File: config.mk
export PLATFORM = sky130hd
export DESIGN_NAME = ebnf_tokenizer_core_flat
export DESIGN_NICKNAME = d
export VERILOG_FILES = /design/src/rtl/etok_pkg.sv /design/src/rtl/etok_if.sv /design/src/rtl/ebnf_tokenizer_core.sv /design/src/flat_wrapper.sv
export SDC_FILE = /design/constraint.sdc
export NUM_CORES = 1
export LEC_CHECK = 0
export BUFFER_PORTS_ARGS = -buffer_cell sky130_fd_sc_hd__buf_2
export CAP_MARGIN = 20
export CORE_ASPECT_RATIO = 1.4
export CORE_UTILIZATION = 50
export DETAILED_ROUTE_END_ITERATION = 8
export HOLD_SLACK_MARGIN = 0.1
export PLACE_DENSITY = 0.78
export SLEW_MARGIN = 20
export SYNTH_ARGS = -nofsm -noshare
export SYNTH_HDL_FRONTEND = slang
export SYNTH_SLANG_ARGS = --single-unit
File: constraint.sdc
create_clock -name i_clk -period 4.3 [get_ports i_clk]
set_input_delay 0.86 -clock i_clk [delete_from_list [all_inputs] [get_ports i_clk]]
set_output_delay 0.86 -clock i_clk [all_outputs]
set_load 0.01 [all_outputs]
File: src/rtl/etok_pkg.sv
`default_nettype none

package etok_pkg;

    // Position, text length and token type widths
    localparam int POS_BITS  = 16;
    localparam int LEN_W     = 8;
    localparam int TYPE_W    = 5;

    typedef logic [POS_BITS-1:0] t_pos;
    typedef logic [15:0]         t_opos;
    typedef logic [LEN_W-1:0]    t_len;
    typedef logic [TYPE_W-1:0]   t_ttype;

    localparam t_pos POS_MAX  = '1;
    localparam t_pos POS_ONE  = t_pos'(1);
    localparam t_len TEXT_CAP = t_len'(255);

    // Result queue geometry
    localparam int Q_DEPTH = 4;
    localparam int Q_PTR_W = 2;
    localparam int Q_CNT_W = 3;

    // Token type codes
    localparam t_ttype TOK_EOF       = 5'd0;
    localparam t_ttype TOK_IDENT     = 5'd1;
    localparam t_ttype TOK_INT       = 5'd2;
    localparam t_ttype TOK_HEX       = 5'd3;
    localparam t_ttype TOK_STRING    = 5'd4;
    localparam t_ttype TOK_EQ        = 5'd5;
    localparam t_ttype TOK_SEMI      = 5'd6;
    localparam t_ttype TOK_BAR       = 5'd7;
    localparam t_ttype TOK_CONCAT    = 5'd8;
    localparam t_ttype TOK_STAR      = 5'd9;
    localparam t_ttype TOK_ADD       = 5'd10;
    localparam t_ttype TOK_QUEST     = 5'd11;
    localparam t_ttype TOK_EXCEPT    = 5'd12;
    localparam t_ttype TOK_LBRACK    = 5'd13;
    localparam t_ttype TOK_RBRACK    = 5'd14;
    localparam t_ttype TOK_REP_OPEN  = 5'd15;
    localparam t_ttype TOK_REP_CLOSE = 5'd16;
    localparam t_ttype TOK_GRP_OPEN  = 5'd17;
    localparam t_ttype TOK_GRP_CLOSE = 5'd18;
    localparam t_ttype TOK_RANGE     = 5'd19;
    localparam t_ttype TOK_PCT       = 5'd20;
    localparam t_ttype TOK_UNKNOWN   = 5'd21;

    // Character codes
    localparam logic [7:0] CH_TAB    = 8'h09;
    localparam logic [7:0] CH_LF     = 8'h0A;
    localparam logic [7:0] CH_CR     = 8'h0D;
    localparam logic [7:0] CH_SPACE  = 8'h20;
    localparam logic [7:0] CH_DQUOTE = 8'h22;
    localparam logic [7:0] CH_HASH   = 8'h23;
    localparam logic [7:0] CH_PCT    = 8'h25;
    localparam logic [7:0] CH_SQUOTE = 8'h27;
    localparam logic [7:0] CH_LPAREN = 8'h28;
    localparam logic [7:0] CH_RPAREN = 8'h29;
    localparam logic [7:0] CH_STAR   = 8'h2A;
    localparam logic [7:0] CH_PLUS   = 8'h2B;
    localparam logic [7:0] CH_COMMA  = 8'h2C;
    localparam logic [7:0] CH_MINUS  = 8'h2D;
    localparam logic [7:0] CH_DOT    = 8'h2E;
    localparam logic [7:0] CH_SLASH  = 8'h2F;
    localparam logic [7:0] CH_0      = 8'h30;
    localparam logic [7:0] CH_9      = 8'h39;
    localparam logic [7:0] CH_SEMI   = 8'h3B;
    localparam logic [7:0] CH_EQ     = 8'h3D;
    localparam logic [7:0] CH_QUEST  = 8'h3F;
    localparam logic [7:0] CH_UA     = 8'h41;
    localparam logic [7:0] CH_UZ     = 8'h5A;
    localparam logic [7:0] CH_LBRACK = 8'h5B;
    localparam logic [7:0] CH_BSLASH = 8'h5C;
    localparam logic [7:0] CH_RBRACK = 8'h5D;
    localparam logic [7:0] CH_USCORE = 8'h5F;
    localparam logic [7:0] CH_LA     = 8'h61;
    localparam logic [7:0] CH_LZ     = 8'h7A;
    localparam logic [7:0] CH_LBRACE = 8'h7B;
    localparam logic [7:0] CH_BAR    = 8'h7C;
    localparam logic [7:0] CH_RBRACE = 8'h7D;

    // Scanner modes
    typedef enum logic [3:0] {
        M_IDLE,
        M_IDENT,
        M_INT,
        M_STR,
        M_STR_ESC,
        M_HEX1,
        M_HEX2,
        M_LPAREN,
        M_SLASH,
        M_DOT,
        M_BLOCK,
        M_BLOCK_STAR,
        M_LINE
    } t_mode;

    // One token descriptor
    typedef struct packed {
        t_ttype      token_type;
        t_opos       start_line;
        t_opos       start_column;
        logic [7:0]  text_length;
        logic [15:0] hex_pair;
        logic        last_of_run;
    } t_token;

    // Single-character punctuation; TOK_EOF means "not punctuation"
    function automatic t_ttype single_code(input logic [7:0] c);
        t_ttype code;
        case (c)
            CH_EQ:     code = TOK_EQ;
            CH_SEMI:   code = TOK_SEMI;
            CH_BAR:    code = TOK_BAR;
            CH_COMMA:  code = TOK_CONCAT;
            CH_STAR:   code = TOK_STAR;
            CH_PLUS:   code = TOK_ADD;
            CH_QUEST:  code = TOK_QUEST;
            CH_MINUS:  code = TOK_EXCEPT;
            CH_LBRACK: code = TOK_LBRACK;
            CH_RBRACK: code = TOK_RBRACK;
            CH_LBRACE: code = TOK_REP_OPEN;
            CH_RBRACE: code = TOK_REP_CLOSE;
            CH_RPAREN: code = TOK_GRP_CLOSE;
            CH_PCT:    code = TOK_PCT;
            default:   code = TOK_EOF;
        endcase
        return code;
    endfunction

endpackage

`default_nettype wire

File: src/rtl/etok_if.sv
`default_nettype none

// Source byte request channel
interface etok_in_if;
    logic       valid;
    logic       ready;
    logic       action;
    logic [7:0] source_byte;

    modport source (output valid, action, source_byte, input ready);
    modport sink   (input valid, action, source_byte, output ready);
endinterface

// Token descriptor channel
interface etok_out_if;
    logic        valid;
    logic        ready;
    logic [4:0]  token_type;
    logic [15:0] start_line;
    logic [15:0] start_column;
    logic [7:0]  text_length;
    logic [15:0] hex_pair;
    logic        last_of_run;

    modport source (output valid, token_type, start_line, start_column, text_length,
                    hex_pair, last_of_run, input ready);
    modport sink   (input valid, token_type, start_line, start_column, text_length,
                    hex_pair, last_of_run, output ready);
endinterface

`default_nettype wire

File: src/rtl/ebnf_tokenizer_core.sv
`default_nettype none

// Streaming EBNF lexer. Takes one source byte (or an end-of-input mark) per
// request on i_req and returns token descriptors on o_tok: type, start line and
// column, text length, and the raw byte pair of a '#' token. A new request is
// taken every clock as long as the 4-entry result queue can absorb two tokens;
// the scanner itself is one mode register plus position and length counters,
// updated in the cycle the registered byte is scanned. Requests pass the input
// register into the result queue feeding o_tok. A byte that ends a pending
// token and starts a new one yields two tokens, and end of input any pending
// token plus EOF; the output port, at one token per clock while o_tok.ready is
// high, sets the sustained rate. After EOF all scanner state is reset.
module ebnf_tokenizer_core (
    input  wire        i_clk,
    input  wire        i_rst_n,
    etok_in_if.sink    i_req,
    etok_out_if.source o_tok
);

    // Input stage
    logic       r_in_vld;
    logic       r_in_act;
    logic [7:0] r_in_byte;

    // Scanner state
    etok_pkg::t_mode  r_mode,     n_mode;
    logic             r_quote_sq, n_quote_sq;
    etok_pkg::t_pos   r_line,     n_line;
    etok_pkg::t_pos   r_col,      n_col;
    etok_pkg::t_pos   r_tok_line, n_tok_line;
    etok_pkg::t_pos   r_tok_col,  n_tok_col;
    etok_pkg::t_len   r_len,      n_len;
    logic [7:0]       r_hex,      n_hex;

    // Result queue
    etok_pkg::t_token                r_q [etok_pkg::Q_DEPTH];
    logic [etok_pkg::Q_PTR_W-1:0]    r_wptr;
    logic [etok_pkg::Q_PTR_W-1:0]    r_rptr;
    logic [etok_pkg::Q_CNT_W-1:0]    r_cnt;

    logic pop;
    logic room;
    logic go;

    // Handshakes
    assign pop  = o_tok.valid && o_tok.ready;
    assign room = (r_cnt <= etok_pkg::Q_CNT_W'(2)) ||
                  ((r_cnt == etok_pkg::Q_CNT_W'(3)) && pop);
    assign go   = r_in_vld && room;
    assign i_req.ready = !r_in_vld || go;

    always_ff @(posedge i_clk) begin
        if (!i_rst_n) begin
            r_in_vld <= 1'b0;
        end else if (i_req.ready) begin
            r_in_vld <= i_req.valid;
        end
    end

    always_ff @(posedge i_clk) begin
        if (i_req.ready && i_req.valid) begin
            r_in_act  <= i_req.action;
            r_in_byte <= i_req.source_byte;
        end
    end

    // Character classes
    logic [7:0]       c;
    logic             is_alpha;
    logic             is_num;
    logic             is_idch;
    logic             is_ws;
    logic             is_quote;
    etok_pkg::t_ttype sc;

    assign c        = r_in_byte;
    assign is_alpha = ((c >= etok_pkg::CH_UA) && (c <= etok_pkg::CH_UZ)) ||
                      ((c >= etok_pkg::CH_LA) && (c <= etok_pkg::CH_LZ));
    assign is_num   = (c >= etok_pkg::CH_0) && (c <= etok_pkg::CH_9);
    assign is_idch  = is_alpha || (c == etok_pkg::CH_USCORE);
    assign is_ws    = (c == etok_pkg::CH_SPACE) || (c == etok_pkg::CH_TAB) ||
                      (c == etok_pkg::CH_LF) || (c == etok_pkg::CH_CR);
    assign is_quote = r_quote_sq ? (c == etok_pkg::CH_SQUOTE) : (c == etok_pkg::CH_DQUOTE);
    assign sc       = etok_pkg::single_code(c);

    // Decode of a byte seen from idle
    etok_pkg::t_mode  idle_mode;
    logic             idle_emit;
    etok_pkg::t_ttype idle_type;
    logic             idle_len_set;
    etok_pkg::t_len   idle_len;
    logic             idle_quote_set;

    always_comb begin
        idle_mode      = etok_pkg::M_IDLE;
        idle_emit      = 1'b0;
        idle_type      = etok_pkg::TOK_UNKNOWN;
        idle_len_set   = 1'b0;
        idle_len       = '0;
        idle_quote_set = 1'b0;
        if (is_ws) begin
            idle_mode = etok_pkg::M_IDLE;
        end else if (c == etok_pkg::CH_LPAREN) begin
            idle_mode = etok_pkg::M_LPAREN;
        end else if (c == etok_pkg::CH_SLASH) begin
            idle_mode = etok_pkg::M_SLASH;
        end else if (c == etok_pkg::CH_DOT) begin
            idle_mode = etok_pkg::M_DOT;
        end else if (sc != etok_pkg::TOK_EOF) begin
            idle_emit = 1'b1;
            idle_type = sc;
        end else if (c == etok_pkg::CH_HASH) begin
            idle_mode = etok_pkg::M_HEX1;
        end else if (is_idch) begin
            idle_mode    = etok_pkg::M_IDENT;
            idle_len_set = 1'b1;
            idle_len     = etok_pkg::t_len'(1);
        end else if (is_num) begin
            idle_mode    = etok_pkg::M_INT;
            idle_len_set = 1'b1;
            idle_len     = etok_pkg::t_len'(1);
        end else if ((c == etok_pkg::CH_DQUOTE) || (c == etok_pkg::CH_SQUOTE)) begin
            idle_mode      = etok_pkg::M_STR;
            idle_len_set   = 1'b1;
            idle_quote_set = 1'b1;
        end else begin
            idle_emit = 1'b1;
        end
    end

    // Mode flow: pending token, relex from idle, held mode
    logic             pend_emit;
    etok_pkg::t_ttype pend_type;
    etok_pkg::t_len   pend_len;
    logic [15:0]      pend_pair;
    logic             run_idle;
    etok_pkg::t_mode  hold_mode;
    logic             grow_len;
    logic             load_hex;

    always_comb begin
        pend_emit = 1'b0;
        pend_type = etok_pkg::TOK_UNKNOWN;
        pend_len  = etok_pkg::t_len'(1);
        pend_pair = '0;
        run_idle  = 1'b0;
        hold_mode = r_mode;
        grow_len  = 1'b0;
        load_hex  = 1'b0;
        if (r_in_act) begin
            // end of input: flush whatever is pending
            unique case (r_mode)
                etok_pkg::M_IDENT: begin
                    pend_emit = 1'b1;
                    pend_type = etok_pkg::TOK_IDENT;
                    pend_len  = r_len;
                end
                etok_pkg::M_INT: begin
                    pend_emit = 1'b1;
                    pend_type = etok_pkg::TOK_INT;
                    pend_len  = r_len;
                end
                etok_pkg::M_STR, etok_pkg::M_STR_ESC: begin
                    pend_emit = 1'b1;
                    pend_type = etok_pkg::TOK_STRING;
                    pend_len  = r_len;
                end
                etok_pkg::M_HEX1: begin
                    pend_emit = 1'b1;
                    pend_type = etok_pkg::TOK_HEX;
                end
                etok_pkg::M_HEX2: begin
                    pend_emit = 1'b1;
                    pend_type = etok_pkg::TOK_HEX;
                    pend_len  = etok_pkg::t_len'(2);
                    pend_pair = {r_hex, 8'h00};
                end
                etok_pkg::M_LPAREN: begin
                    pend_emit = 1'b1;
                    pend_type = etok_pkg::TOK_GRP_OPEN;
                end
                etok_pkg::M_SLASH, etok_pkg::M_DOT: begin
                    pend_emit = 1'b1;
                end
                default: begin
                    pend_emit = 1'b0;
                end
            endcase
        end else begin
            unique case (r_mode)
                etok_pkg::M_IDENT, etok_pkg::M_INT: begin
                    if (is_num || ((r_mode == etok_pkg::M_IDENT) && is_idch)) begin
                        grow_len = 1'b1;
                    end else begin
                        pend_emit = 1'b1;
                        pend_type = (r_mode == etok_pkg::M_IDENT) ? etok_pkg::TOK_IDENT
                                                                  : etok_pkg::TOK_INT;
                        pend_len  = r_len;
                        run_idle  = 1'b1;
                    end
                end
                etok_pkg::M_STR: begin
                    if (is_quote) begin
                        pend_emit = 1'b1;
                        pend_type = etok_pkg::TOK_STRING;
                        pend_len  = r_len;
                        hold_mode = etok_pkg::M_IDLE;
                    end else begin
                        grow_len = 1'b1;
                        if (c == etok_pkg::CH_BSLASH) begin
                            hold_mode = etok_pkg::M_STR_ESC;
                        end
                    end
                end
                etok_pkg::M_STR_ESC: begin
                    grow_len  = 1'b1;
                    hold_mode = etok_pkg::M_STR;
                end
                etok_pkg::M_HEX1: begin
                    load_hex  = 1'b1;
                    hold_mode = etok_pkg::M_HEX2;
                end
                etok_pkg::M_HEX2: begin
                    pend_emit = 1'b1;
                    pend_type = etok_pkg::TOK_HEX;
                    pend_len  = etok_pkg::t_len'(3);
                    pend_pair = {r_hex, c};
                    hold_mode = etok_pkg::M_IDLE;
                end
                etok_pkg::M_LPAREN: begin
                    if (c == etok_pkg::CH_STAR) begin
                        hold_mode = etok_pkg::M_BLOCK;
                    end else begin
                        pend_emit = 1'b1;
                        pend_type = etok_pkg::TOK_GRP_OPEN;
                        run_idle  = 1'b1;
                    end
                end
                etok_pkg::M_SLASH: begin
                    if (c == etok_pkg::CH_SLASH) begin
                        hold_mode = etok_pkg::M_LINE;
                    end else begin
                        pend_emit = 1'b1;
                        run_idle  = 1'b1;
                    end
                end
                etok_pkg::M_DOT: begin
                    pend_emit = 1'b1;
                    if (c == etok_pkg::CH_DOT) begin
                        pend_type = etok_pkg::TOK_RANGE;
                        pend_len  = etok_pkg::t_len'(2);
                        hold_mode = etok_pkg::M_IDLE;
                    end else begin
                        run_idle = 1'b1;
                    end
                end
                etok_pkg::M_BLOCK: begin
                    if (c == etok_pkg::CH_STAR) begin
                        hold_mode = etok_pkg::M_BLOCK_STAR;
                    end
                end
                etok_pkg::M_BLOCK_STAR: begin
                    if (c == etok_pkg::CH_RPAREN) begin
                        hold_mode = etok_pkg::M_IDLE;
                    end else if (c != etok_pkg::CH_STAR) begin
                        hold_mode = etok_pkg::M_BLOCK;
                    end
                end
                etok_pkg::M_LINE: begin
                    // newline ends the comment and is then seen from idle
                    if (c == etok_pkg::CH_LF) begin
                        run_idle = 1'b1;
                    end
                end
                default: begin
                    run_idle = 1'b1;
                end
            endcase
        end
    end

    // Next state
    always_comb begin
        n_mode     = r_mode;
        n_quote_sq = r_quote_sq;
        n_line     = r_line;
        n_col      = r_col;
        n_tok_line = r_tok_line;
        n_tok_col  = r_tok_col;
        n_len      = r_len;
        n_hex      = r_hex;
        if (go) begin
            if (r_in_act) begin
                n_mode     = etok_pkg::M_IDLE;
                n_quote_sq = 1'b0;
                n_line     = etok_pkg::POS_ONE;
                n_col      = etok_pkg::POS_ONE;
                n_tok_line = etok_pkg::POS_ONE;
                n_tok_col  = etok_pkg::POS_ONE;
                n_len      = '0;
                n_hex      = '0;
            end else begin
                // position advances once per byte, saturating
                if (c == etok_pkg::CH_LF) begin
                    if (r_line < etok_pkg::POS_MAX) begin
                        n_line = r_line + etok_pkg::POS_ONE;
                    end
                    n_col = etok_pkg::POS_ONE;
                end else if (r_col < etok_pkg::POS_MAX) begin
                    n_col = r_col + etok_pkg::POS_ONE;
                end
                if (run_idle) begin
                    n_mode     = idle_mode;
                    n_tok_line = r_line;
                    n_tok_col  = r_col;
                    if (idle_len_set) begin
                        n_len = idle_len;
                    end
                    if (idle_quote_set) begin
                        n_quote_sq = (c == etok_pkg::CH_SQUOTE);
                    end
                end else begin
                    n_mode = hold_mode;
                    if (grow_len && (r_len < etok_pkg::TEXT_CAP)) begin
                        n_len = r_len + etok_pkg::t_len'(1);
                    end
                    if (load_hex) begin
                        n_hex = c;
                    end
                end
            end
        end
    end

    always_ff @(posedge i_clk) begin
        if (!i_rst_n) begin
            r_mode     <= etok_pkg::M_IDLE;
            r_quote_sq <= 1'b0;
            r_line     <= etok_pkg::POS_ONE;
            r_col      <= etok_pkg::POS_ONE;
            r_tok_line <= etok_pkg::POS_ONE;
            r_tok_col  <= etok_pkg::POS_ONE;
            r_len      <= '0;
            r_hex      <= '0;
        end else begin
            r_mode     <= n_mode;
            r_quote_sq <= n_quote_sq;
            r_line     <= n_line;
            r_col      <= n_col;
            r_tok_line <= n_tok_line;
            r_tok_col  <= n_tok_col;
            r_len      <= n_len;
            r_hex      <= n_hex;
        end
    end

    // Result assembly: token A at the pending start, token B at the current position
    logic             emit_b;
    logic [1:0]       n_res;
    etok_pkg::t_token tok_a;
    etok_pkg::t_token tok_b;
    etok_pkg::t_token res0;
    etok_pkg::t_token res1;

    always_comb begin
        emit_b = r_in_act || (run_idle && idle_emit);
        n_res  = {1'b0, pend_emit} + {1'b0, emit_b};

        tok_a.token_type   = pend_type;
        tok_a.start_line   = etok_pkg::t_opos'(r_tok_line);
        tok_a.start_column = etok_pkg::t_opos'(r_tok_col);
        tok_a.text_length  = 8'(pend_len);
        tok_a.hex_pair     = pend_pair;
        tok_a.last_of_run  = !emit_b;

        tok_b.token_type   = r_in_act ? etok_pkg::TOK_EOF : idle_type;
        tok_b.start_line   = etok_pkg::t_opos'(r_line);
        tok_b.start_column = etok_pkg::t_opos'(r_col);
        tok_b.text_length  = r_in_act ? 8'd0 : 8'd1;
        tok_b.hex_pair     = '0;
        tok_b.last_of_run  = 1'b1;

        res0 = pend_emit ? tok_a : tok_b;
        res1 = tok_b;
    end

    // Result queue
    always_ff @(posedge i_clk) begin
        if (go && (n_res != 2'd0)) begin
            r_q[r_wptr] <= res0;
            if (n_res == 2'd2) begin
                r_q[r_wptr + etok_pkg::Q_PTR_W'(1)] <= res1;
            end
        end
    end

    always_ff @(posedge i_clk) begin
        if (!i_rst_n) begin
            r_wptr <= '0;
            r_rptr <= '0;
            r_cnt  <= '0;
        end else begin
            if (go) begin
                r_wptr <= r_wptr + etok_pkg::Q_PTR_W'(n_res);
            end
            if (pop) begin
                r_rptr <= r_rptr + etok_pkg::Q_PTR_W'(1);
            end
            r_cnt <= r_cnt + (go ? etok_pkg::Q_CNT_W'(n_res) : '0)
                           - etok_pkg::Q_CNT_W'(pop);
        end
    end

    assign o_tok.valid        = (r_cnt != '0);
    assign o_tok.token_type   = r_q[r_rptr].token_type;
    assign o_tok.start_line   = r_q[r_rptr].start_line;
    assign o_tok.start_column = r_q[r_rptr].start_column;
    assign o_tok.text_length  = r_q[r_rptr].text_length;
    assign o_tok.hex_pair     = r_q[r_rptr].hex_pair;
    assign o_tok.last_of_run  = r_q[r_rptr].last_of_run;

endmodule

`default_nettype wire

File: src/flat_wrapper.sv
// flat-port wrapper written by rule: the top's interface ports become plain ports
module ebnf_tokenizer_core_flat 
  (i_clk, i_rst_n, i_req_valid, i_req_action, i_req_source_byte, i_req_ready, o_tok_valid, o_tok_token_type, o_tok_start_line, o_tok_start_column, o_tok_text_length, o_tok_hex_pair, o_tok_last_of_run, o_tok_ready);
  etok_in_if i_req_i ();
  etok_out_if o_tok_i ();
  input  wire i_clk;
  input  wire i_rst_n;
  input wire logic [$bits(i_req_i.valid)-1:0] i_req_valid;
  input wire logic [$bits(i_req_i.action)-1:0] i_req_action;
  input wire logic [$bits(i_req_i.source_byte)-1:0] i_req_source_byte;
  output wire logic [$bits(i_req_i.ready)-1:0] i_req_ready;
  output wire logic [$bits(o_tok_i.valid)-1:0] o_tok_valid;
  output wire logic [$bits(o_tok_i.token_type)-1:0] o_tok_token_type;
  output wire logic [$bits(o_tok_i.start_line)-1:0] o_tok_start_line;
  output wire logic [$bits(o_tok_i.start_column)-1:0] o_tok_start_column;
  output wire logic [$bits(o_tok_i.text_length)-1:0] o_tok_text_length;
  output wire logic [$bits(o_tok_i.hex_pair)-1:0] o_tok_hex_pair;
  output wire logic [$bits(o_tok_i.last_of_run)-1:0] o_tok_last_of_run;
  input wire logic [$bits(o_tok_i.ready)-1:0] o_tok_ready;
  assign i_req_i.valid = i_req_valid;
  assign i_req_i.action = i_req_action;
  assign i_req_i.source_byte = i_req_source_byte;
  assign i_req_ready = i_req_i.ready;
  assign o_tok_valid = o_tok_i.valid;
  assign o_tok_token_type = o_tok_i.token_type;
  assign o_tok_start_line = o_tok_i.start_line;
  assign o_tok_start_column = o_tok_i.start_column;
  assign o_tok_text_length = o_tok_i.text_length;
  assign o_tok_hex_pair = o_tok_i.hex_pair;
  assign o_tok_last_of_run = o_tok_i.last_of_run;
  assign o_tok_i.ready = o_tok_ready;
  ebnf_tokenizer_core u_core (.i_clk(i_clk), .i_rst_n(i_rst_n), .i_req(i_req_i), .o_tok(o_tok_i));
endmodule
; Word-level counts from Yosys, hierarchy flattened
; Memories as Yosys holds them, arrays and structs flattened. A register that Yosys moved wholly into a read port is not among the register bits.
; Index checks and enable logic that the tools add are counted.
[totals]
ram_bits = 248
memories = 1
latchBits = 0
reg_bits = 102
romBits = 0
[mem_list]
columns = memory, depth, word_bits, read_ports, rd_clocked_by_memory_dff, write_ports, line_no
row1 = u_core.r_q, 4, 62, 1, 1, 2, ebnf_tokenizer_core.sv:36  ; etok_pkg::t_token r_q [etok_pkg::Q_DEPTH];
[classes]
muxes = 126
div = 0
reduce_logical = 48
multipliers = 0
n_eq_ne = 49
bitwise = 0
shift = 0
addsub = 9
n_lt_le_gt_ge = 10
[op_table]
columns = op, n
row1 = 16-bit two-way mux, 13
row2 = 8-bit two-way mux, 17
row3 = 8-bit by 6-bit == test with 1-bit output (second input constant), 16
row4 = 4-bit two-way mux, 18
row5 = 5-bit one-hot mux with 14 select lines, 1
row6 = 62-bit two-way mux, 1
row7 = 8-bit by 7-bit == test with 1-bit output (second input constant), 7
row8 = 1-bit two-way mux, 51
row9 = 5-bit one-hot mux with 5 select lines, 2
row10 = 5-bit two-way mux, 9
row11 = 4-bit one-hot mux with 9 select lines, 1
row12 = 16-bit by 1-bit adder with 16-bit output (second input constant), 2
row13 = 16-bit < comparator (second input constant), 2
row14 = 8-bit one-hot mux with 4 select lines, 1
row15 = 8-bit by 4-bit == test with 1-bit output (second input constant), 3
row16 = 4-bit == test (second input constant), 5
row17 = 4-bit by 3-bit == test with 1-bit output (second input constant), 4
row18 = 8-bit by 7-bit >= comparator with 1-bit output (second input constant), 2
row19 = 8-bit by 7-bit <= comparator with 1-bit output (second input constant), 2
row20 = 4-bit by 1-bit != test with 1-bit output (second input constant), 4
row21 = 8-bit one-hot mux with 2 select lines, 1
row22 = 2-bit two-way mux, 6
row23 = 3-bit AND reduction, 4
row24 = 2-bit nonzero test, 6
row25 = other kinds (34), 64

; Longest topological paths before layout
; Gate-level depths: netlist of the first run.
[depth]
word_depth = 18
mapped_depth = 16
depth_no_buf = 13

; Least setup slack after synthesis of the first run
; No wires, ideal clock.
[synth_timing]
kind = reg-to-reg
startpoint = register u_core.r_in_byte[4] (netlist: u_core.c[4])
endpoint = memory u_core.r_q[2][17] in the netlist's numbering (enable)
t_required_ns = 3.907
stages_incl_launch_ff = 13
slack_ns = 0.170
arrival_ns = 3.737
period_less_slack_ns = 4.130
setup_time_ns = 0.393
path_buffers = 1
cell_sequence = edfxtp_1 > buf_1 > nor4b_4 > o211ai_1 > nor3_1 > nor3_2 > a21oi_2 > inv_2 > ha_1 > nor3_1 > and2_1 > a21oi_1 > inv_1
[synth_lines]
columns = item, line_no
row1 = from (decl), ebnf_tokenizer_core.sv:23  ; logic [7:0] r_in_byte;
row2 = from (signal assigned), ebnf_tokenizer_core.sv:63  ; r_in_byte <= i_req.source_byte;
row3 = to (decl), ebnf_tokenizer_core.sv:36

==> impl_metrics.ini, run 1 <==
[outcome]
run_status = complete, no violations

[route]
avgRoutedWirePerCell_um = 21.6
drt-pass1-iter-count = 7
drtAntennaViolNets = 0
wirelength_mm = 42.9
avgViaCountPerCell = 6.35
drtIter0Drc = 897
drc = 0
vias = 12600

[logic_synthesis]
ys_seq_elements = 352
ys_async_sr_fraction_pct = 0
syn_nets = 1522
synth-main-ff-cell = dfxtp_1
synth_warnings = 0
synth_edf_count = 161
synth_cell_types = 82
synth_area_per_cell_um2 = 11.1
yosysSeqAreaShare_pct = 52.2
syn_area_mm2 = 0.0166
syn_inst = 1498

[clock_tree]
post_cts_buffers = 0
clkTransAtPathRegs_ps = 60
cts_sinks = 352
cts_max_path_buffers = 3
insertion_delay_ps = 530
clock_tree.root_cell = clkbuf_16
cts_buffers = 34
htree_levels = 2
tritoncts = built

[die]
dieArea_mm2 = 0.0339
ioPinCount = 77
die_height_um = 217
start_util_pct = 51.0
core_mm2 = 0.0325
fp-row-count = 78
die_x_um = 156

[timing]
setup_tns_ps = 0
drv_slew = 0
period_minus_slack_ps = 4110
hold_viol = 0
fin_ws_ps = 186
timing.fmax_mhz = 243
fin_skew_ps = 20.0
tightest_slew_ps = 1060
max_slew_margin_pct = 29.6
rsz0062_at_grt = no
min_period_over_period_pct = 95.7
finalSetupViolations = 0

[global_routing]
grt_usage_pct = 25.3
grt_first_pass_wirelength_mm = 66.9
gr-total-overflow = 0
antenna_found_initial = 0
grt_pass1_vias = 12700
grt_start_max_net_pins = 52

[final_layout]
seq_area_mm2 = 0.00866
multi_input_area_mm2 = 0.00723
antenna_cells = 0
design_area_mm2 = 0.0188
layout_commonest_cell = dfxtp_1
postLayoutCoreUtil_pct = 57.7
layout.nets = 1545
fillers = 2662
final_cell_mix = dfxtp_1 (189), edfxtp_1 (161), a22o_1 (153)
syn2layout_area_growth_pct = 13.2
final_layout_size_suffix_gt1_share_pct = 19.3

[pwr]
powerDensity_mw_per_mm2 = 455
ir_drop_uv = 307
total_leakage_power_nw = 6.33

[setup_path]
crit_type = reg -> reg
end_kind = flip-flop
cp_data_required_time_ps = 4720
cp-start-kind = flip-flop
rr_startpoint = u_core.c[7]
setup.worst_path.start = u_core.c[7]
cp_max_fo = 39
cp.arrival_ps = 4540

[placed_design]
dp_hpwl_mm = 27.7
post_dp_cell_area_mm2 = 0.0176
place_congestion = 0.937
portBuffers = 76
place_ws_ps = 281

[hold_path]
min-delay-start = u_core.r_q[1][0]
hold_path.class = reg -> reg

[job]
maxCapViolations = 0
-- path summary, 6_finish.rpt --
kind,end,slack [ps],cells past startpoint
worst max-delay path,u_core.r_q[3][0],190,13
worst min-delay path,u_core.r_q[1][0],470,1
worst max register to register,u_core.r_q[3][0],190,13
worst min register to register,u_core.r_q[1][0],470,1
-- critical path: stages (launching register included) --
cell and delay, ps:
edfxtp_1 520, or4b_4 670, nor4_4 350, o311ai_2 170, nor3_2 230, o21ai_0 210
inv_1 120, ha_1 260, nor3_1 100, and2_1 240, a21oi_1 520, inv_1 170
buf_12 240, o21a_1 200
-- cell usage after synthesis (all sizes together) (3+ instances only) --
cell type | number | area (um2)
dfxtp | 191 | 3820
edfxtp | 161 | 4830
a22o | 153 | 1340
clkbuf | 114 | 428
nor2 | 111 | 427
o21ai | 100 | 500
nand3 | 90 | 450
nand2 | 83 | 312
mux4 | 62 | 1400
a21oi | 50 | 258
buf | 39 | 185
a22oi | 36 | 270
nor3 | 27 | 168
inv | 26 | 97.6
o22ai | 22 | 138
xor2 | 19 | 166
xnor2 | 15 | 131
and3 | 14 | 87.6
nand2b | 11 | 68.8
ha | 10 | 125
nor2b | 10 | 62.6
nor3b | 10 | 90.1
a211oi | 9 | 72.6
and2 | 9 | 56.3
nor4 | 9 | 77.6
nand4 | 8 | 50.1
or4 | 8 | 60.1
a21o | 7 | 52.6
or3 | 7 | 43.8
a31oi | 6 | 37.5
o211ai | 6 | 45.0
o21a | 6 | 46.3
nor4bb | 5 | 50.1
o221ai | 5 | 43.8
o31ai | 5 | 37.5
and4 | 4 | 35.0
a32oi | 3 | 26.3
or2 | 3 | 18.8
-- through the flow --
step / total power, mW / cells / hold WS (ps)
global route: 8.83 / 1987 / 488
global placement: 5.44 / 1924 / 443
detailed placement: 5.47 / 1925 / 458
finish: 8.54 / 1987 / 472
CTS: 8.59 / 1987 / 473
floorplan: 4.90 / 1498 / 435
-- registers in the layout, indices dropped and copies added (netlist names), 3 cells and up, named ones only --
register and count:
u_core.r_cnt 3, u_core.r_hex 8, u_core.r_len 8, u_core.r_tok_line 16, u_core.r_mode 4, u_core.r_q 248
u_core.c 8, u_core.r_col 16, u_core.r_tok_col 16, u_core.r_line 16
-- per-layer routing --
metal | global-route usage, % | share of wire, % | vias to the layer above
met1 | 27.6 | 36 | 6145
met5 | 0 | 0 | -
met4 | 14.4 | 4.4 | 0
met2 | 46.5 | 53 | 554
li1 | - | - | 5771
met3 | 3.62 | 6.3 | 143
-- power breakdown --
group	internal (mW)	leakage [nW]	total, mW	switching (mW)
Sequential	3.66	2.90	3.81	0.146
Combinational	0.678	2.84	1.58	0.897
Clock	1.88	0.588	3.16	1.28
-- cell families after synthesis --
| group | Yosys count | synth area share, % |
|---|---|---|
| AOI/OAI and AO/OA | 435 | 18.9 |
| xor gates and xnor gates | 34 | 1.80 |
| adders and majority gates | 11 | 0.876 |
| buffers and inverters | 179 | 4.29 |
| DFF | 352 | 52.2 |
| muxes | 65 | 8.61 |
| and+or+nand+nor | 422 | 13.3 |
-- what timing repair did --
action                                  in CTS  in global routing
gates resized for setup                      0                  2
hold buffers                                 0                  0
endpoints found under the setup margin       0                 31
-- layout make-up --
class,count,area share [%]
Tap cell,440,2.93
Timing Repair Buffer,140,5.43
Clock buffer,47,5.52
Multi-Input combinational cell,967,38.6
Sequential cell,352,46.2
Inverter,26,0.520
Clock inverter,15,0.867
No activity file was read; power rests on OpenSTA's default activity.
==> inputs of run 2 (changes only) <==
--- a/config.mk
+++ b/config.mk
@@ -8,6 +8,7 @@
 export BUFFER_PORTS_ARGS = -buffer_cell sky130_fd_sc_hd__buf_2
 export CAP_MARGIN = 20
 export CORE_ASPECT_RATIO = 1.4
+export CORE_MARGIN = 2
 export CORE_UTILIZATION = 50
 export DETAILED_ROUTE_END_ITERATION = 8
 export HOLD_SLACK_MARGIN = 0.1
==> run 2 against run 1 <==
Against the previous run: clock power decreased by 6.6%; worst setup slack improved by 250 ps; hold slack got worse by 4.3 ps; non-clock buffer count increased by 1; sequential power about the same; cell area decreased by 0.31%; die area increased by 2.2%; cell count about the same; sequential share of layout area increased by 0.15 points; critical path depth increased by 1; first-iteration DRC count increased by 24%; count of clock-buffer cells in the layout increased by 7; critical path type unchanged.
==> impl_metrics.ini, run 2 (synthesis results as in run 1) <==
[final_layout]
final_cell_mix = dfxtp_1 (189), edfxtp_1 (161), a22o_1 (153)
largest_reg_flops = 248
final_cells = 1988
layout.nets = 1546
syn2layout_area_growth_pct = 12.8
fillers = 2637
design_area_mm2 = 0.0187
antenna_cells = 0
postLayoutCoreUtil_pct = 57.5
final_layout_size_suffix_gt1_share_pct = 18.7
largest_register = u_core.r_q
seq_area_mm2 = 0.00866
multi_input_area_mm2 = 0.00724
layout_commonest_cell = dfxtp_1

[clock_tree]
cts_max_path_buffers = 3
cts_sinks = 352
clkTransAtPathRegs_ps = 60
clock_tree.root_cell = clkbuf_16
tritoncts = built
ctsHoldBuffers = 0
cts_buffers = 34
htree_levels = 2
insertion_delay_ps = 520

[setup_path]
end_kind = flip-flop
cpMaxStageDelayCell = or4b_4
cp_max_fo = 39
r2r_cells = 14
crit_chain = or4b_4, nor4_4, o311ai_2, nor3_2, o21ai_0, inv_1, ha_1, nor3_1, buf_4, nand2b_1, buf_4, nor2_1, buf_4, a22o_1
cp-start-kind = flip-flop
cp.arrival_ps = 4270
crit_type = reg -> reg
cp_common_cell = buf_4
reg2reg_slack_ps = 440
setup.worst_path.start = u_core.c[4]
crit_path_max_incr_delay_ps = 670
rr_startpoint = u_core.c[4]
cp_data_required_time_ps = 4710
r2r_end = u_core.r_q[0][21]

[timing]
fin_skew_ps = 11.0
hold_viol = 0
period_minus_slack_ps = 3860
fin_ws_ps = 438
hold_ws_ps = 468
rsz0062_at_grt = no
finalSetupViolations = 0
min_period_over_period_pct = 89.8
drv_slew = 0
setup_tns_ps = 0
tightest_slew_ps = 976
timing.fmax_mhz = 259
max_slew_margin_pct = 34.1

[global_routing]
grt_start_max_net_pins = 58
grt_first_pass_wirelength_mm = 66.6
gr-total-overflow = 0
antenna_found_initial = 0
grt_usage_pct = 24.5
grt_pass1_vias = 12400

[route]
wirelength_mm = 42.3
vias = 12600
drtAntennaViolNets = 0
drc = 0
avgViaCountPerCell = 6.32
avgRoutedWirePerCell_um = 21.3
drt-pass1-iter-count = 5
drtIter0Drc = 1110

[placed_design]
dp.cells = 1926
dp_hpwl_mm = 27.0
portBuffers = 76
post_dp_cell_area_mm2 = 0.0176
place_ws_ps = 378
place_congestion = 0.914

[pwr]
swShare_pct = 27.2
p_int_mw = 6.08
clock_power_share_pct = 35.3
power.total_mw = 8.35
comb_power_share_pct = 19.0
ir_drop_uv = 337
p_sw_mw = 2.27
total_leakage_power_nw = 6.28
powerDensity_mw_per_mm2 = 446
power_frac_seq_pct = 45.6

[die]
core_mm2 = 0.0325
die_x_um = 158
ioPinCount = 77
start_util_pct = 51.0
die_height_um = 219
dieArea_mm2 = 0.0346
fp-row-count = 78

[job]
maxCapViolations = 0

[hold_path]
min-delay-start = u_core.r_q[2][0]
hold_path.class = reg -> reg
hold_depth = 1
hold_end = u_core.r_q[2][0]

[outcome]
run_status = complete, no violations
==> run 2: cell types whose count changed in the layout (fill, tap and decap cells not counted), sizes merged <==
cell,previous run,this run
bufinv,3,1
clkbuf,47,54
inv,29,25
buf,140,141
clkinvlp,2,1
==> run 2: critical path: cells and delay by family (launching register included) <==
family | cells | cell delay [ps]
and+or+nand+nor | 6 | 1650
adders and majority gates | 1 | 230
DFF | 1 | 460
buffers and inverters | 4 | 860
AOI/OAI and AO/OA | 3 | 550
==> run 2: layout make-up <==
| type | count | area share, % |
|---|---|---|
| sequential | 352 | 46.3 |
| multi-input combinational | 967 | 38.7 |
| timing repair buffer | 141 | 5.58 |
| clock buffer | 54 | 5.56 |
| tap | 440 | 2.94 |
| inverter | 26 | 0.528 |
| clock inverter | 8 | 0.375 |
==> run 2: what timing repair did <==
action                     in CTS  in global routing
resized for setup               0                  3
setup endpoints to repair       0                 21
buffers inserted                0                  0
==> run 2: layer usage <==
metal / global-route usage [%] / vias to the layer above / routed length, um
met5: 0 / - / 0
met4: 12.0 / 0 / 1890
met3: 3.16 / 150 / 2640
met2: 44.0 / 542 / 22200
met1: 28.5 / 6080 / 15500
li1: - / 5785 / -
==> run 2: power groups by stage <==
| stage | Clock [mW] | Combinational (mW) | Sequential [mW] |
|---|---|---|---|
| after floorplan | 0 | 1.12 | 3.78 |
| after global placement | 0 | 1.57 | 3.87 |
| after detailed placement | 0 | 1.59 | 3.89 |
| after CTS | 2.99 | 1.60 | 3.81 |
| after global routing | 3.12 | 1.71 | 3.83 |
| final | 2.95 | 1.59 | 3.81 |
==> run 2: worst max path at each step <==
stage / to / cells past startpoint
2_1_floorplan: u_core.r_q[2][17] / 12
3_5_place_dp: u_core.r_q[0][0] / 13
3_3_place_gp: u_core.r_q[3][0] / 13
4_1_cts: u_core.r_q[3][0] / 13
5_1_grt: u_core.r_q[0][21] / 14
6_report: u_core.r_q[0][21] / 14
==> inputs of run 3 (changes only) <==
--- a/config.mk
+++ b/config.mk
@@ -12,7 +12,7 @@
 export CORE_UTILIZATION = 50
 export DETAILED_ROUTE_END_ITERATION = 8
 export HOLD_SLACK_MARGIN = 0.1
-export PLACE_DENSITY = 0.78
+export PLACE_DENSITY = 0.75
 export SLEW_MARGIN = 20
 export SYNTH_ARGS = -nofsm -noshare
 export SYNTH_HDL_FRONTEND = slang
==> constraint.sdc (replaced) <==
create_clock -name i_clk -period 3.7 [get_ports i_clk]
set_input_delay 0.74 -clock i_clk [delete_from_list [all_inputs] [get_ports i_clk]]
set_output_delay 0.74 -clock i_clk [all_outputs]
set_load 0.01 [all_outputs]
==> run 3 against run 2 <==
Against the previous run: clock skew rose by 14 ps; utilization rose by 1.1 points; fmax rose by 8.9%; sequential share of layout area fell by 0.90 points; largest power group unchanged; clock power rose by 24%; sequential cell count did not move; cell area rose by 2.0%; sequential power rose by 17%; first-iteration DRC count fell by 24%; total power rose by 19%; via count rose by 0.53%; hold slack got worse by 92 ps.
==> impl_metrics.ini, run 3 (synthesis results as in run 1) <==
[outcome]
run_status = complete, no violations

[final_layout]
seq_area_mm2 = 0.00866
final_cells = 2008
multi_input_area_mm2 = 0.00734
fillers = 2635
layout_commonest_cell = dfxtp_1
antenna_cells = 0
design_area_mm2 = 0.0191
postLayoutCoreUtil_pct = 58.7
final_layout_size_suffix_gt1_share_pct = 21.1
layout.nets = 1566
largest_register = u_core.r_q
largest_reg_flops = 248
final_cell_mix = dfxtp_1 (189), edfxtp_1 (161), a22o_1 (153)
syn2layout_area_growth_pct = 15.1

[clock_tree]
cts_max_path_buffers = 3
cts_buffers = 35
clkTransAtPathRegs_ps = 70
clock_tree.root_cell = clkbuf_16
cts_sinks = 352
ctsHoldBuffers = 0
tritoncts = built
htree_levels = 2
insertion_delay_ps = 530

[die]
ioPinCount = 77
die_x_um = 158
dieArea_mm2 = 0.0346
die_height_um = 219
start_util_pct = 51.0
core_mm2 = 0.0325
fp-row-count = 78

[timing]
setup_tns_ps = 0
tightest_slew_ps = 943
drv_slew = 0
finalSetupViolations = 0
max_slew_margin_pct = 36.3
hold_viol = 0
fin_skew_ps = 25.5
period_minus_slack_ps = 3550
min_period_over_period_pct = 95.9
timing.fmax_mhz = 282
fin_ws_ps = 153

[job]
maxCapViolations = 0

[pwr]
powerDensity_mw_per_mm2 = 523
ir_drop_uv = 340
total_leakage_power_nw = 6.39

[route]
avgRoutedWirePerCell_um = 21.3
drt-pass1-iter-count = 7
avgViaCountPerCell = 6.29
wirelength_mm = 42.7
drtAntennaViolNets = 0
vias = 12600
drtIter0Drc = 845
drc = 0

[placed_design]
place_ws_ps = 91.3
place_congestion = 0.961
post_dp_cell_area_mm2 = 0.0178
dp_hpwl_mm = 27.6
portBuffers = 76
dp.cells = 1938

[setup_path]
crit_chain = or4b_4, nor4_4, o311ai_4, nor3_4, o21ai_2, inv_1, ha_2, nor2_1, and3_4, a21oi_4, clkinvlp_4, buf_12, o21a_1
cpMaxStageDelayCell = or4b_4
crit_path_max_incr_delay_ps = 590
crit_type = reg -> reg
end_kind = flip-flop
cp-start-kind = flip-flop
cp.arrival_ps = 3970
cp_max_fo = 39
cp_data_required_time_ps = 4120

[global_routing]
antenna_found_initial = 0
grt_first_pass_wirelength_mm = 67.4
grt_start_max_net_pins = 41
grt_usage_pct = 24.8
gr-total-overflow = 0
grt_pass1_vias = 12600

[hold_path]
hold_path.class = in -> reg
-- run 3: final cells by class --
type / instances / share of cell area [%]
clock buffers: 44 / 5.10
clock inverters: 19 / 1.10
inverters: 26 / 0.590
multi-input cells: 967 / 38.5
flip-flops and latches: 352 / 45.4
well taps: 440 / 2.89
repair buffers: 160 / 6.43
-- run 3: path summary, 6_finish.rpt --
kind,startpoint,to,slack (ps),cells after the start
worst max-delay path,u_core.c[7],u_core.r_q[3][0],150,13
worst min-delay path,i_req_source_byte[7],u_core.c[7],380,1
worst max register to register,u_core.c[7],u_core.r_q[3][0],150,13
worst min register to register,u_core.r_q[0][0],u_core.r_q[0][0],460,1
-- run 3: through the flow --
stage | total power [mW] | hold WS (ps)
floorplan | 5.71 | 423
global placement | 6.38 | 432
detailed placement | 6.42 | 441
CTS | 10.0 | 362
global route | 10.4 | 372
finish | 9.98 | 376
-- run 3: where the power goes --
group / switching, mW / total (mW) / internal (mW) / leakage, nW
registers: 0.181 / 4.44 / 4.26 / 2.90
clock network: 1.50 / 3.65 / 2.16 / 0.570
logic: 1.05 / 1.89 / 0.839 / 2.92
-- run 3: routing by layer --
metal	wire, um	up-vias	track usage, %
met4	1330	0	10.5
met3	2120	103	2.96
met1	15900	6246	28.2
li1	-	5817	-
met5	0	-	0
met2	23300	457	46.5
-- run 3: repair_timing --
item | in CTS | in global routing
buffers inserted | 0 | 7
resized for setup | 0 | 6
hold endpoints to repair | 0 | 0
endpoints found under the setup margin | 0 | 270
-- run 3: worst max-delay path, delay by kind of cell (launching register included) --
kind                     cells  cell delay (ps)
AO/OA/AOI/OAI                4              740
buffers and inverters        3              450
adder cells (fa/ha/maj)      1              240
flip-flops                   1              500
AND/OR/NAND/NOR              5             1460
